**config.mk**
```make
export PLATFORM = sky130hd
export DESIGN_NAME = adts_frame_scanner
export DESIGN_NICKNAME = d
export VERILOG_FILES = /design/src/rtl/afs_pkg.sv /design/src/rtl/afs_window.sv /design/src/rtl/afs_scan.sv /design/src/rtl/adts_frame_scanner.sv
export VERILOG_INCLUDE_DIRS = /design/src /design/src/rtl
export SDC_FILE = /design/constraint.sdc
export NUM_CORES = 1
export LEC_CHECK = 0
export BUFFER_PORTS_ARGS = -buffer_cell sky130_fd_sc_hd__buf_4
export CORE_ASPECT_RATIO = 1.2
export CORE_MARGIN = 2
export CORE_UTILIZATION = 30
export DETAILED_ROUTE_END_ITERATION = 8
export PLACE_DENSITY = 0.42
export SLEW_MARGIN = 15
export SYNTH_ARGS = -nofsm -noshare
export SYNTH_HDL_FRONTEND = slang
export SYNTH_HIERARCHICAL = 1
export SYNTH_SLANG_ARGS = --single-unit
```
**constraint.sdc**
```tcl
create_clock -name clk -period 21.6 [get_ports clk]
set_clock_uncertainty 0.05 [all_clocks]
set_input_delay 2.16 -clock clk [delete_from_list [all_inputs] [get_ports clk]]
set_output_delay 2.16 -clock clk [all_outputs]
set_load 0.01 [all_outputs]
```
**src/rtl/assert_macros.svh**
```systemverilog
// Assertion macros used by the top-level RTL file of the ADTS frame scanner.
`ifndef ASSERT_MACROS_SVH
`define ASSERT_MACROS_SVH

// Same-cycle implication, checked at every rising edge outside reset.
`define AFS_ASSERT_IMPL(label, clk, rst_n, ante, cons, msg) \
	label: assert property (@(posedge clk) disable iff (!(rst_n)) (ante) |-> (cons)) \
		else $error(msg);

// Next-cycle implication, checked at every rising edge outside reset.
`define AFS_ASSERT_NEXT(label, clk, rst_n, ante, cons, msg) \
	label: assert property (@(posedge clk) disable iff (!(rst_n)) (ante) |=> (cons)) \
		else $error(msg);

`endif

```
**src/rtl/afs_pkg.sv**
```systemverilog
// Types, constants and header decode shared by the ADTS frame scanner modules.
`default_nettype none

package afs_pkg;

	localparam int AFS_OFFSET_BITS = 32;

	localparam logic [7:0] AFS_SYNC0      = 8'hFF;
	localparam logic [7:0] AFS_SYNC1_MASK = 8'hF6;
	localparam logic [7:0] AFS_SYNC1_VAL  = 8'hF0;
	localparam logic [3:0] AFS_RATE_MAX   = 4'd11;
	localparam int         AFS_MIN_SPAN   = 11;
	localparam int         AFS_WIN_LAG    = 5;

	// Register map: index carried by paddr[2].
	localparam logic AFS_REG_STREAM_LENGTH = 1'b0;

	typedef enum logic [1:0] {
		KIND_FRAME = 2'd0,
		KIND_DONE  = 2'd1,
		KIND_NONE  = 2'd2
	} kind_t;

	// Six-byte window, index 0 oldest, index 5 newest.
	typedef logic [5:0][7:0] win_t;

	typedef struct packed {
		logic [1:0] profile;
		logic [3:0] rate;
		logic [2:0] chan;
		logic       id;
	} fhdr_t;

	typedef struct packed {
		logic        sync;
		fhdr_t       fields;
		logic [12:0] flen;
	} hdr_t;

	typedef struct packed {
		kind_t       kind;
		logic [31:0] number;
		logic [31:0] offset;
		logic [12:0] bytes;
		logic [31:0] total;
		fhdr_t       fields;
	} rec_t;

	function automatic hdr_t afs_decode(input win_t w);
		hdr_t h;
		h.sync          = (w[0] == AFS_SYNC0) && ((w[1] & AFS_SYNC1_MASK) == AFS_SYNC1_VAL);
		h.fields.profile = w[2][7:6];
		h.fields.rate    = w[2][5:2];
		h.fields.chan    = {w[2][0], w[3][7:6]};
		h.fields.id      = w[1][3];
		h.flen          = {w[3][1:0], w[4], w[5][7:5]};
		return h;
	endfunction

endpackage

`default_nettype wire

```
**src/rtl/afs_window.sv**
```systemverilog
// Six-byte shift window with the ADTS header decode of the shifted window.
`default_nettype none

module afs_window import afs_pkg::*; (
	input  wire logic       clk,
	input  wire logic       shift_en,
	input  wire logic [7:0] new_byte,
	output hdr_t            hdr
);

	win_t win_q;
	win_t win_d;

	// The header is checked on the window as it stands after this byte enters.
	always_comb begin
		win_d    = {new_byte, win_q[5:1]};
		hdr      = afs_decode(win_d);
	end

	always_ff @(posedge clk) begin
		if (shift_en) begin
			win_q <= win_d;
		end
	end

endmodule

`default_nettype wire

```
**src/rtl/afs_scan.sv**
```systemverilog
// Scan state: byte position, next candidate, frame count, length sum, first header.
`default_nettype none

module afs_scan import afs_pkg::*; #(
	parameter int OFFSET_BITS = AFS_OFFSET_BITS
) (
	input  wire logic        clk,
	input  wire logic        arst_n,
	input  wire logic        step,
	input  wire logic [31:0] stream_length,
	input  hdr_t             hdr,
	output logic             in_range,
	output logic             emit,
	output rec_t             rec
);

	localparam int CW = ((OFFSET_BITS > 32) ? OFFSET_BITS : 32) + 2;

	logic [OFFSET_BITS-1:0] pos_q;
	logic [OFFSET_BITS:0]   cand_q;
	logic [OFFSET_BITS:0]   cand_d;
	logic [31:0]            found_q;
	logic [31:0]            sum_q;
	logic [31:0]            sum_d;
	fhdr_t                  fhdr_q;
	fhdr_t                  fhdr_d;

	logic [OFFSET_BITS-1:0] c;
	logic [CW-1:0]          p_ext;
	logic [CW-1:0]          len_ext;
	logic [CW-1:0]          c_ext;
	logic [32:0]            sum_wide;
	logic [12:0]            adv_len;
	logic                   cand_ok;
	logic                   first;
	logic                   hit;
	logic                   last;
	logic                   upd;

	always_comb begin
		p_ext    = CW'(pos_q);
		len_ext  = CW'(stream_length);
		c        = pos_q - OFFSET_BITS'(AFS_WIN_LAG);
		c_ext    = CW'(c);
		in_range = p_ext < len_ext;
		last     = (p_ext + CW'(1)) == len_ext;
		cand_ok  = (pos_q >= OFFSET_BITS'(AFS_WIN_LAG))
			&& ((c_ext + CW'(AFS_MIN_SPAN)) <= len_ext)
			&& ({1'b0, c} == cand_q);
		first    = (found_q == 32'd0);
		hit      = cand_ok && hdr.sync && !(first && (hdr.fields.rate > AFS_RATE_MAX));
		adv_len  = (hdr.flen != 13'd0) ? hdr.flen : 13'd1;

		if (hit) begin
			cand_d = {1'b0, c} + (OFFSET_BITS+1)'(adv_len);
		end else if (cand_ok) begin
			cand_d = {1'b0, c} + (OFFSET_BITS+1)'(1);
		end else begin
			cand_d = cand_q;
		end

		sum_wide = {1'b0, sum_q} + 33'(hdr.flen);
		sum_d    = sum_wide[32] ? 32'hFFFF_FFFF : sum_wide[31:0];
		fhdr_d   = (hit && first) ? hdr.fields : fhdr_q;

		emit = in_range && (hit || last);
		upd  = step && in_range;

		if (hit) begin
			rec.kind   = KIND_FRAME;
			rec.number = found_q;
			rec.offset = c_ext[31:0];
			rec.bytes  = hdr.flen;
			rec.total  = sum_d;
			rec.fields = fhdr_d;
		end else if (!first) begin
			rec.kind   = KIND_DONE;
			rec.number = found_q;
			rec.offset = 32'd0;
			rec.bytes  = 13'd0;
			rec.total  = sum_q;
			rec.fields = fhdr_q;
		end else begin
			rec.kind   = KIND_NONE;
			rec.number = 32'd0;
			rec.offset = 32'd0;
			rec.bytes  = 13'd0;
			rec.total  = 32'd0;
			rec.fields = '0;
		end
	end

	always_ff @(posedge clk or negedge arst_n) begin
		if (!arst_n) begin
			pos_q   <= '0;
			cand_q  <= '0;
			found_q <= '0;
			sum_q   <= '0;
			fhdr_q  <= '0;
		end else if (upd) begin
			pos_q  <= pos_q + OFFSET_BITS'(1);
			cand_q <= cand_d;
			fhdr_q <= fhdr_d;
			if (hit) begin
				sum_q <= sum_d;
				if (found_q != 32'hFFFF_FFFF) begin
					found_q <= found_q + 32'd1;
				end
			end
		end
	end

endmodule

`default_nettype wire

```
**src/rtl/adts_frame_scanner.sv**
```systemverilog
// ADTS frame scanner top level: byte channel, record channel and register port.
//
// Stream bytes arrive on the stream channel (stream_valid, stream_stall,
// stream_byte), one transaction per byte, offsets counted from zero. The
// block keeps a six-byte window and checks for an ADTS header at each
// candidate offset; a frame found gives one record transaction on the
// record channel, and the last byte of the stream gives a summary record.
// Bytes at or past stream_length are dropped and give nothing.
// stream_length is written through the APB port at address 0; pready is
// always high. It is to be written only while the block is idle; the block
// itself does not enforce this. A byte enters an input register when it is
// accepted; its record, if any, is written to the output register when the
// byte steps on, and record_valid then rises; the record is taken when
// record_stall is low. One byte is taken in every cycle while the receiver
// does not stall a held record: the whole per-byte step (window shift, header compare,
// candidate add and length-sum add) sits between those two registers.
// When the receiver stalls, the output register holds its record, the
// input register holds the waiting byte, and stream_stall rises until the
// record is taken. Reset clears the scan state, the count and the sum,
// empties both registers and sets stream_length to zero.
`default_nettype none
`include "assert_macros.svh"

module adts_frame_scanner import afs_pkg::*; #(
	parameter int OFFSET_BITS = AFS_OFFSET_BITS
) (
	input  wire logic        clk,
	input  wire logic        arst_n,
	// Stream byte channel.
	input  wire logic        stream_valid,
	output logic             stream_stall,
	input  wire logic [7:0]  stream_byte,
	// Record channel.
	output logic             record_valid,
	input  wire logic        record_stall,
	output logic [1:0]       record_kind,
	output logic [31:0]      frame_number,
	output logic [31:0]      frame_offset,
	output logic [12:0]      frame_bytes,
	output logic [31:0]      length_total,
	output logic [1:0]       profile,
	output logic [3:0]       rate_index,
	output logic [2:0]       channel_config,
	output logic             mpeg_two,
	// Register port.
	input  wire logic        psel,
	input  wire logic        penable,
	input  wire logic        pwrite,
	input  wire logic [2:0]  paddr,
	input  wire logic [31:0] pwdata,
	output logic [31:0]      prdata,
	output logic             pready
);

	logic        valid_s1;
	logic [7:0]  byte_s1;
	logic        valid_s2;
	rec_t        rec_s2;
	logic [31:0] length_q;

	logic        adv;
	logic        step;
	logic        in_range;
	logic        emit;
	hdr_t        hdr;
	rec_t        rec;

	// The output register is free when empty or when its record leaves now.
	assign adv          = !valid_s2 || !record_stall;
	assign step         = valid_s1 && adv;
	assign stream_stall = valid_s1 && !adv;

	// Register port. A single 32-bit register; paddr[2] selects the index.
	assign pready = 1'b1;
	assign prdata = (paddr[2] == AFS_REG_STREAM_LENGTH) ? length_q : 32'd0;

	always_ff @(posedge clk or negedge arst_n) begin
		if (!arst_n) begin
			length_q <= '0;
		end else if (psel && penable && pwrite && pready
			&& (paddr[2] == AFS_REG_STREAM_LENGTH)) begin
			length_q <= pwdata;
		end
	end

	// Input register.
	always_ff @(posedge clk or negedge arst_n) begin
		if (!arst_n) begin
			valid_s1 <= 1'b0;
		end else if (!stream_stall) begin
			valid_s1 <= stream_valid;
		end
	end

	always_ff @(posedge clk) begin
		if (stream_valid && !stream_stall) begin
			byte_s1 <= stream_byte;
		end
	end

	// The window only moves for bytes inside the stream.
	afs_window u_window (
		.clk      (clk),
		.shift_en (step && in_range),
		.new_byte (byte_s1),
		.hdr      (hdr)
	);

	afs_scan #(
		.OFFSET_BITS (OFFSET_BITS)
	) u_scan (
		.clk           (clk),
		.arst_n        (arst_n),
		.step          (step),
		.stream_length (length_q),
		.hdr           (hdr),
		.in_range      (in_range),
		.emit          (emit),
		.rec           (rec)
	);

	// Output register.
	always_ff @(posedge clk or negedge arst_n) begin
		if (!arst_n) begin
			valid_s2 <= 1'b0;
		end else if (adv) begin
			valid_s2 <= step && emit;
		end
	end

	always_ff @(posedge clk) begin
		if (step && emit) begin
			rec_s2 <= rec;
		end
	end

	assign record_valid   = valid_s2;
	assign record_kind    = rec_s2.kind;
	assign frame_number   = rec_s2.number;
	assign frame_offset   = rec_s2.offset;
	assign frame_bytes    = rec_s2.bytes;
	assign length_total   = rec_s2.total;
	assign profile        = rec_s2.fields.profile;
	assign rate_index     = rec_s2.fields.rate;
	assign channel_config = rec_s2.fields.chan;
	assign mpeg_two       = rec_s2.fields.id;

	// The input side only stalls behind a record that is itself held.
	`AFS_ASSERT_IMPL(a_stall_cause, clk, arst_n, stream_stall,
		valid_s2 && record_stall, "stream stalled without a held record")

	// A byte taken while the input register moves is in that register next cycle.
	`AFS_ASSERT_NEXT(a_byte_loaded, clk, arst_n, stream_valid && !stream_stall,
		valid_s1, "accepted byte did not reach the input register")

	// Summary records carry no frame offset or frame length.
	`AFS_ASSERT_IMPL(a_summary_clean, clk, arst_n,
		valid_s2 && (rec_s2.kind != KIND_FRAME),
		(rec_s2.offset == 32'd0) && (rec_s2.bytes == 13'd0),
		"summary record with frame offset or length")

endmodule

`default_nettype wire

```
==> metrics.log <==
INFO  metric critical-path-top-cell-by-count = o21ai_0
INFO  metric layout-drive-gt1-share = 15.9%
INFO  metric drt_first_iter_violations = 911
INFO  metric clkSinkCount = between 300 and 400
INFO  metric holdBufCountCts = 0
INFO  metric drv_slew = 0
INFO  metric placed_cell_count = 3092
INFO  metric p_per_cell_area = 97.5 mW/mm2
INFO  metric first_global_vias = between 15000 and 20000
INFO  metric synth.avg_cell_area = 9.96 um2
INFO  metric cts_resized = 0
INFO  metric yosys_most_used_dff = dfrtp_1
INFO  metric worst_setup_path_start_kind = flip-flop
INFO  metric globalRoute.totalOverflow = 0
INFO  metric core.rowCount = 106
INFO  metric crit_path_max_delay_cell_type = nand4_2
INFO  metric post-route-min-period = 10.45 ns
INFO  metric syn_nets = 2259
INFO  metric layout.nets = about 2400
INFO  metric io_pins = 206
INFO  metric synth-seq-cells = 342
INFO  metric ctsHtreeMaxLevel = 2
INFO  metric grt_first_pass_wirelength = 99600 um
INFO  metric initial_utilization = between 30% and 40%
INFO  metric stdcell_count = 3167
INFO  metric place_hpwl = around 50000 um
INFO  metric setup_viol = 0
INFO  metric worst_case_register_to_register_setup_slack = 11.15 ns
INFO  metric antenna_left = 0
INFO  metric drtPass1Iterations = 5
INFO  metric max_frequency = 95.7 MHz
INFO  metric final.setup.worst_slack = about 11 ns
INFO  metric via_count_of_the_routed_design = ~16000
INFO  metric power.leakage = 10.3 nW
INFO  metric syn-cell-area = between 0.02 and 0.025 mm2
INFO  metric max-vdd-ir-drop = 0.0582 mV
INFO  metric holdCritPathClass = flip-flop to flip-flop
INFO  metric netlist-cell-type-count = 99
INFO  metric grt_setup_unrepaired = false
INFO  metric synth-edff-count = 169
INFO  metric floorplan.die.width = roughly 250 um
INFO  metric crit_required = about 22 ns
INFO  metric grt_start_max_net_pins = 68
INFO  metric critical_path.endpoint_type = flip-flop
INFO  metric crit_arrival = around 11 ns
INFO  metric worst_setup_slack_after_placement = 11.23 ns
INFO  metric gp_routability_congestion = 0.869
INFO  metric globalRouteTotalUtil = 18.0%
INFO  metric syn2layout_area_growth = 16.3%
INFO  metric die_area = 0.0723 mm2
INFO  metric area_post_placement = 0.0231 mm2
INFO  metric max_cap_viol_count = 0
INFO  metric finalSetupTns = 0 ns
INFO  metric insertion_delay = 0.58 ns
INFO  metric timing.final.hold_violations = 0
INFO  metric synth_top_cell_by_area = edfxtp_1
INFO  metric period_share = around half
INFO  metric drt-wirelength-per-cell = 20.9 um
INFO  metric synthesis.instances = 2112
INFO  metric asyncSetResetFlopFracSynth = about half
INFO  metric stdcell_area = approximately 0.024 mm2
INFO  metric timing_worst_slew_pin_value = 1.04 ns
INFO  metric cts_max_path_bufs = 3
INFO  metric max-slew-margin-rel = 30.6%
INFO  metric antenna_cells = 0
INFO  metric post-synth-top-area-fraction = between 20 and 25%
INFO  metric synth.top_cells.by_area = edfxtp_1, dfrtp_1, xnor2_1
INFO  metric design.core.area = 0.0695 mm2
INFO  metric yosysSeqAreaShare = between 40% and 50%
INFO  metric worst_setup_path_category = flip-flop to flip-flop
INFO  metric cts_setup_buffers = 0
INFO  metric final.hold.worst_slack = 0.368 ns
INFO  metric synth.yosys.warnings = 6
INFO  metric worst_setup_hold_path_clk_slew = 0.06 ns
INFO  metric numPortBuffers = 202
INFO  metric cts-buffers-inserted = 41
INFO  metric run_status = finished clean
INFO  metric vias_per_cell = 5.17
INFO  metric slowest_delay = 0.74 ns
INFO  metric die-height = 294 um
INFO  metric drcViolationCount = 0
INFO  metric clock_tree_from_tritoncts = done
INFO  metric routed_wirelength = between 60000 and 70000 um
INFO  metric worstPathMaxFanout = 60
INFO  metric antenna_found_initial = 0
INFO  metric cts_root_buf = clkbuf_16
[where the power goes]
part	internal, W	switching, W
Clock	0.000426	0.000291
Sequential	0.000707	0.0000502
Combinational	0.000351	0.000558
Total	0.00148	0.000900
[synthesized netlist by cell type (5+ instances only)]
cell type and n:
or2_2 7, buf_6 6, a31oi_1 17, and3_1 67
dfrtp_1 173, nor4b_1 7, or3_1 22, o211ai_1 7
clkbuf_1 97, or4_1 12, o22ai_1 6, buf_4 31
nand4_1 57, nor4_1 35, buf_1 9, buf_2 16
a21boi_0 7, nand3_1 73, o31a_1 7, o21ai_0 117
a21oi_1 92, nor3_1 52, inv_1 78, xnor3_1 5
o21a_1 10, a211oi_1 23, a311oi_1 8, mux2_1 15
nand2_1 188, xor2_1 60, o31ai_1 6, mux2_4 30
a21o_1 16, edfxtp_1 169, xnor2_1 156, nor2_1 125
ha_1 95, mux2_2 6, and4_1 11, nor2b_1 48
and2_1 23, nand2b_1 18
[area by class of cell]
type / count / area, um2
clock buffer: 56 / 1120
multi-input combinational: 1532 / 10600
inverter: 79 / 297
clock inverter: 19 / 248
fill: 7058 / 45000
timing repair buffer: 221 / 1660
tap: 918 / 1150
sequential: 342 / 9400
[path summary, 6_finish.rpt]
path	to	depth (start not counted)	startpoint
worst min-delay path	u_window/hdr[19]	0	u_window/win_d[28]
max in group asynchronous	u_scan/found_q[3]	2	arst_n
worst min register to register	u_window/hdr[19]	0	u_window/win_d[28]
worst max register to register	u_scan/cand_q[19]	33	u_scan/pos_q[6]
worst max-delay path	u_scan/cand_q[19]	33	u_scan/pos_q[6]
min in group asynchronous	length_q[1]	1	arst_n
[cells in the final DEF, fill, tap and decap left out, types with 66 or more instances in the layout]
master and count:
buf_4 220, nand2_1 187, dfrtp_1 173, edfxtp_1 169, xnor2_1 156, nor2_1 125, o21ai_0 117, ha_1 95
a21oi_1 91, inv_1 78, nand3_1 73, and3_1 66
[per-stage QoR]
step                      power, W  util (%)
after floorplan            0.00140         -
after global placement     0.00167      33.2
final                      0.00238      35.2
after global routing       0.00254      35.2
after detailed placement   0.00168      33.2
after CTS                  0.00241      35.2
[routing by layer]
metal / GRT usage (%) / vias up / routed length (um) / part of all wire, %
met5: 0 / - / 0 / 0
li1: - / 7798 / - / -
met1: 22.8 / 8015 / 28400 / 43
met2: 31.2 / 452 / 32400 / 49
met3: 2.29 / 104 / 2760 / 4.2
met4: 6.86 / 0 / 2490 / 3.8
[cell families (layout without fill, tap and decap cells)]
| group | after synthesis | count (layout) | share of synthesized area (%) |
|---|---|---|---|
| compound gates | 367 | 367 | 11.0 |
| xor+xnor | 221 | 221 | 9.53 |
| other cells | 1 | 1 | 0.0178 |
| flops | 342 | 342 | 44.7 |
| simple gates | 792 | 792 | 20.4 |
| fa+ha+maj | 97 | 97 | 5.84 |
| mux | 54 | 54 | 3.41 |
| buf+inv | 238 | 375 | 5.11 |
[worst max-delay path: cells and delay by family (launching register included)]
family                   cells  cell delay (ns)
AND/OR/NAND/NOR             15             4.97
flip-flops                   1             0.66
adder cells (fa/ha/maj)      2             0.62
buffers and inverters        2             0.67
XOR/XNOR                     2             0.38
AO/OA/AOI/OAI               12             2.95
[flip-flops by register name, indices dropped and copies added (netlist names)]
signal          cells
rate_index          4
length_total       32
u_scan/found_q     32
profile             2
u_window/hdr       20
byte_s1             8
valid_s1            1
frame_offset       32
frame_number       32
channel_config      3
u_scan/cand_q      33
mpeg_two            1
u_scan/pos_q       32
record_valid        1
length_q           32
record_kind         2
u_scan/fhdr_q      10
u_scan/sum_q       32
frame_bytes        13
u_window/win_d     20
No activity file was read; power rests on OpenSTA's default activity.
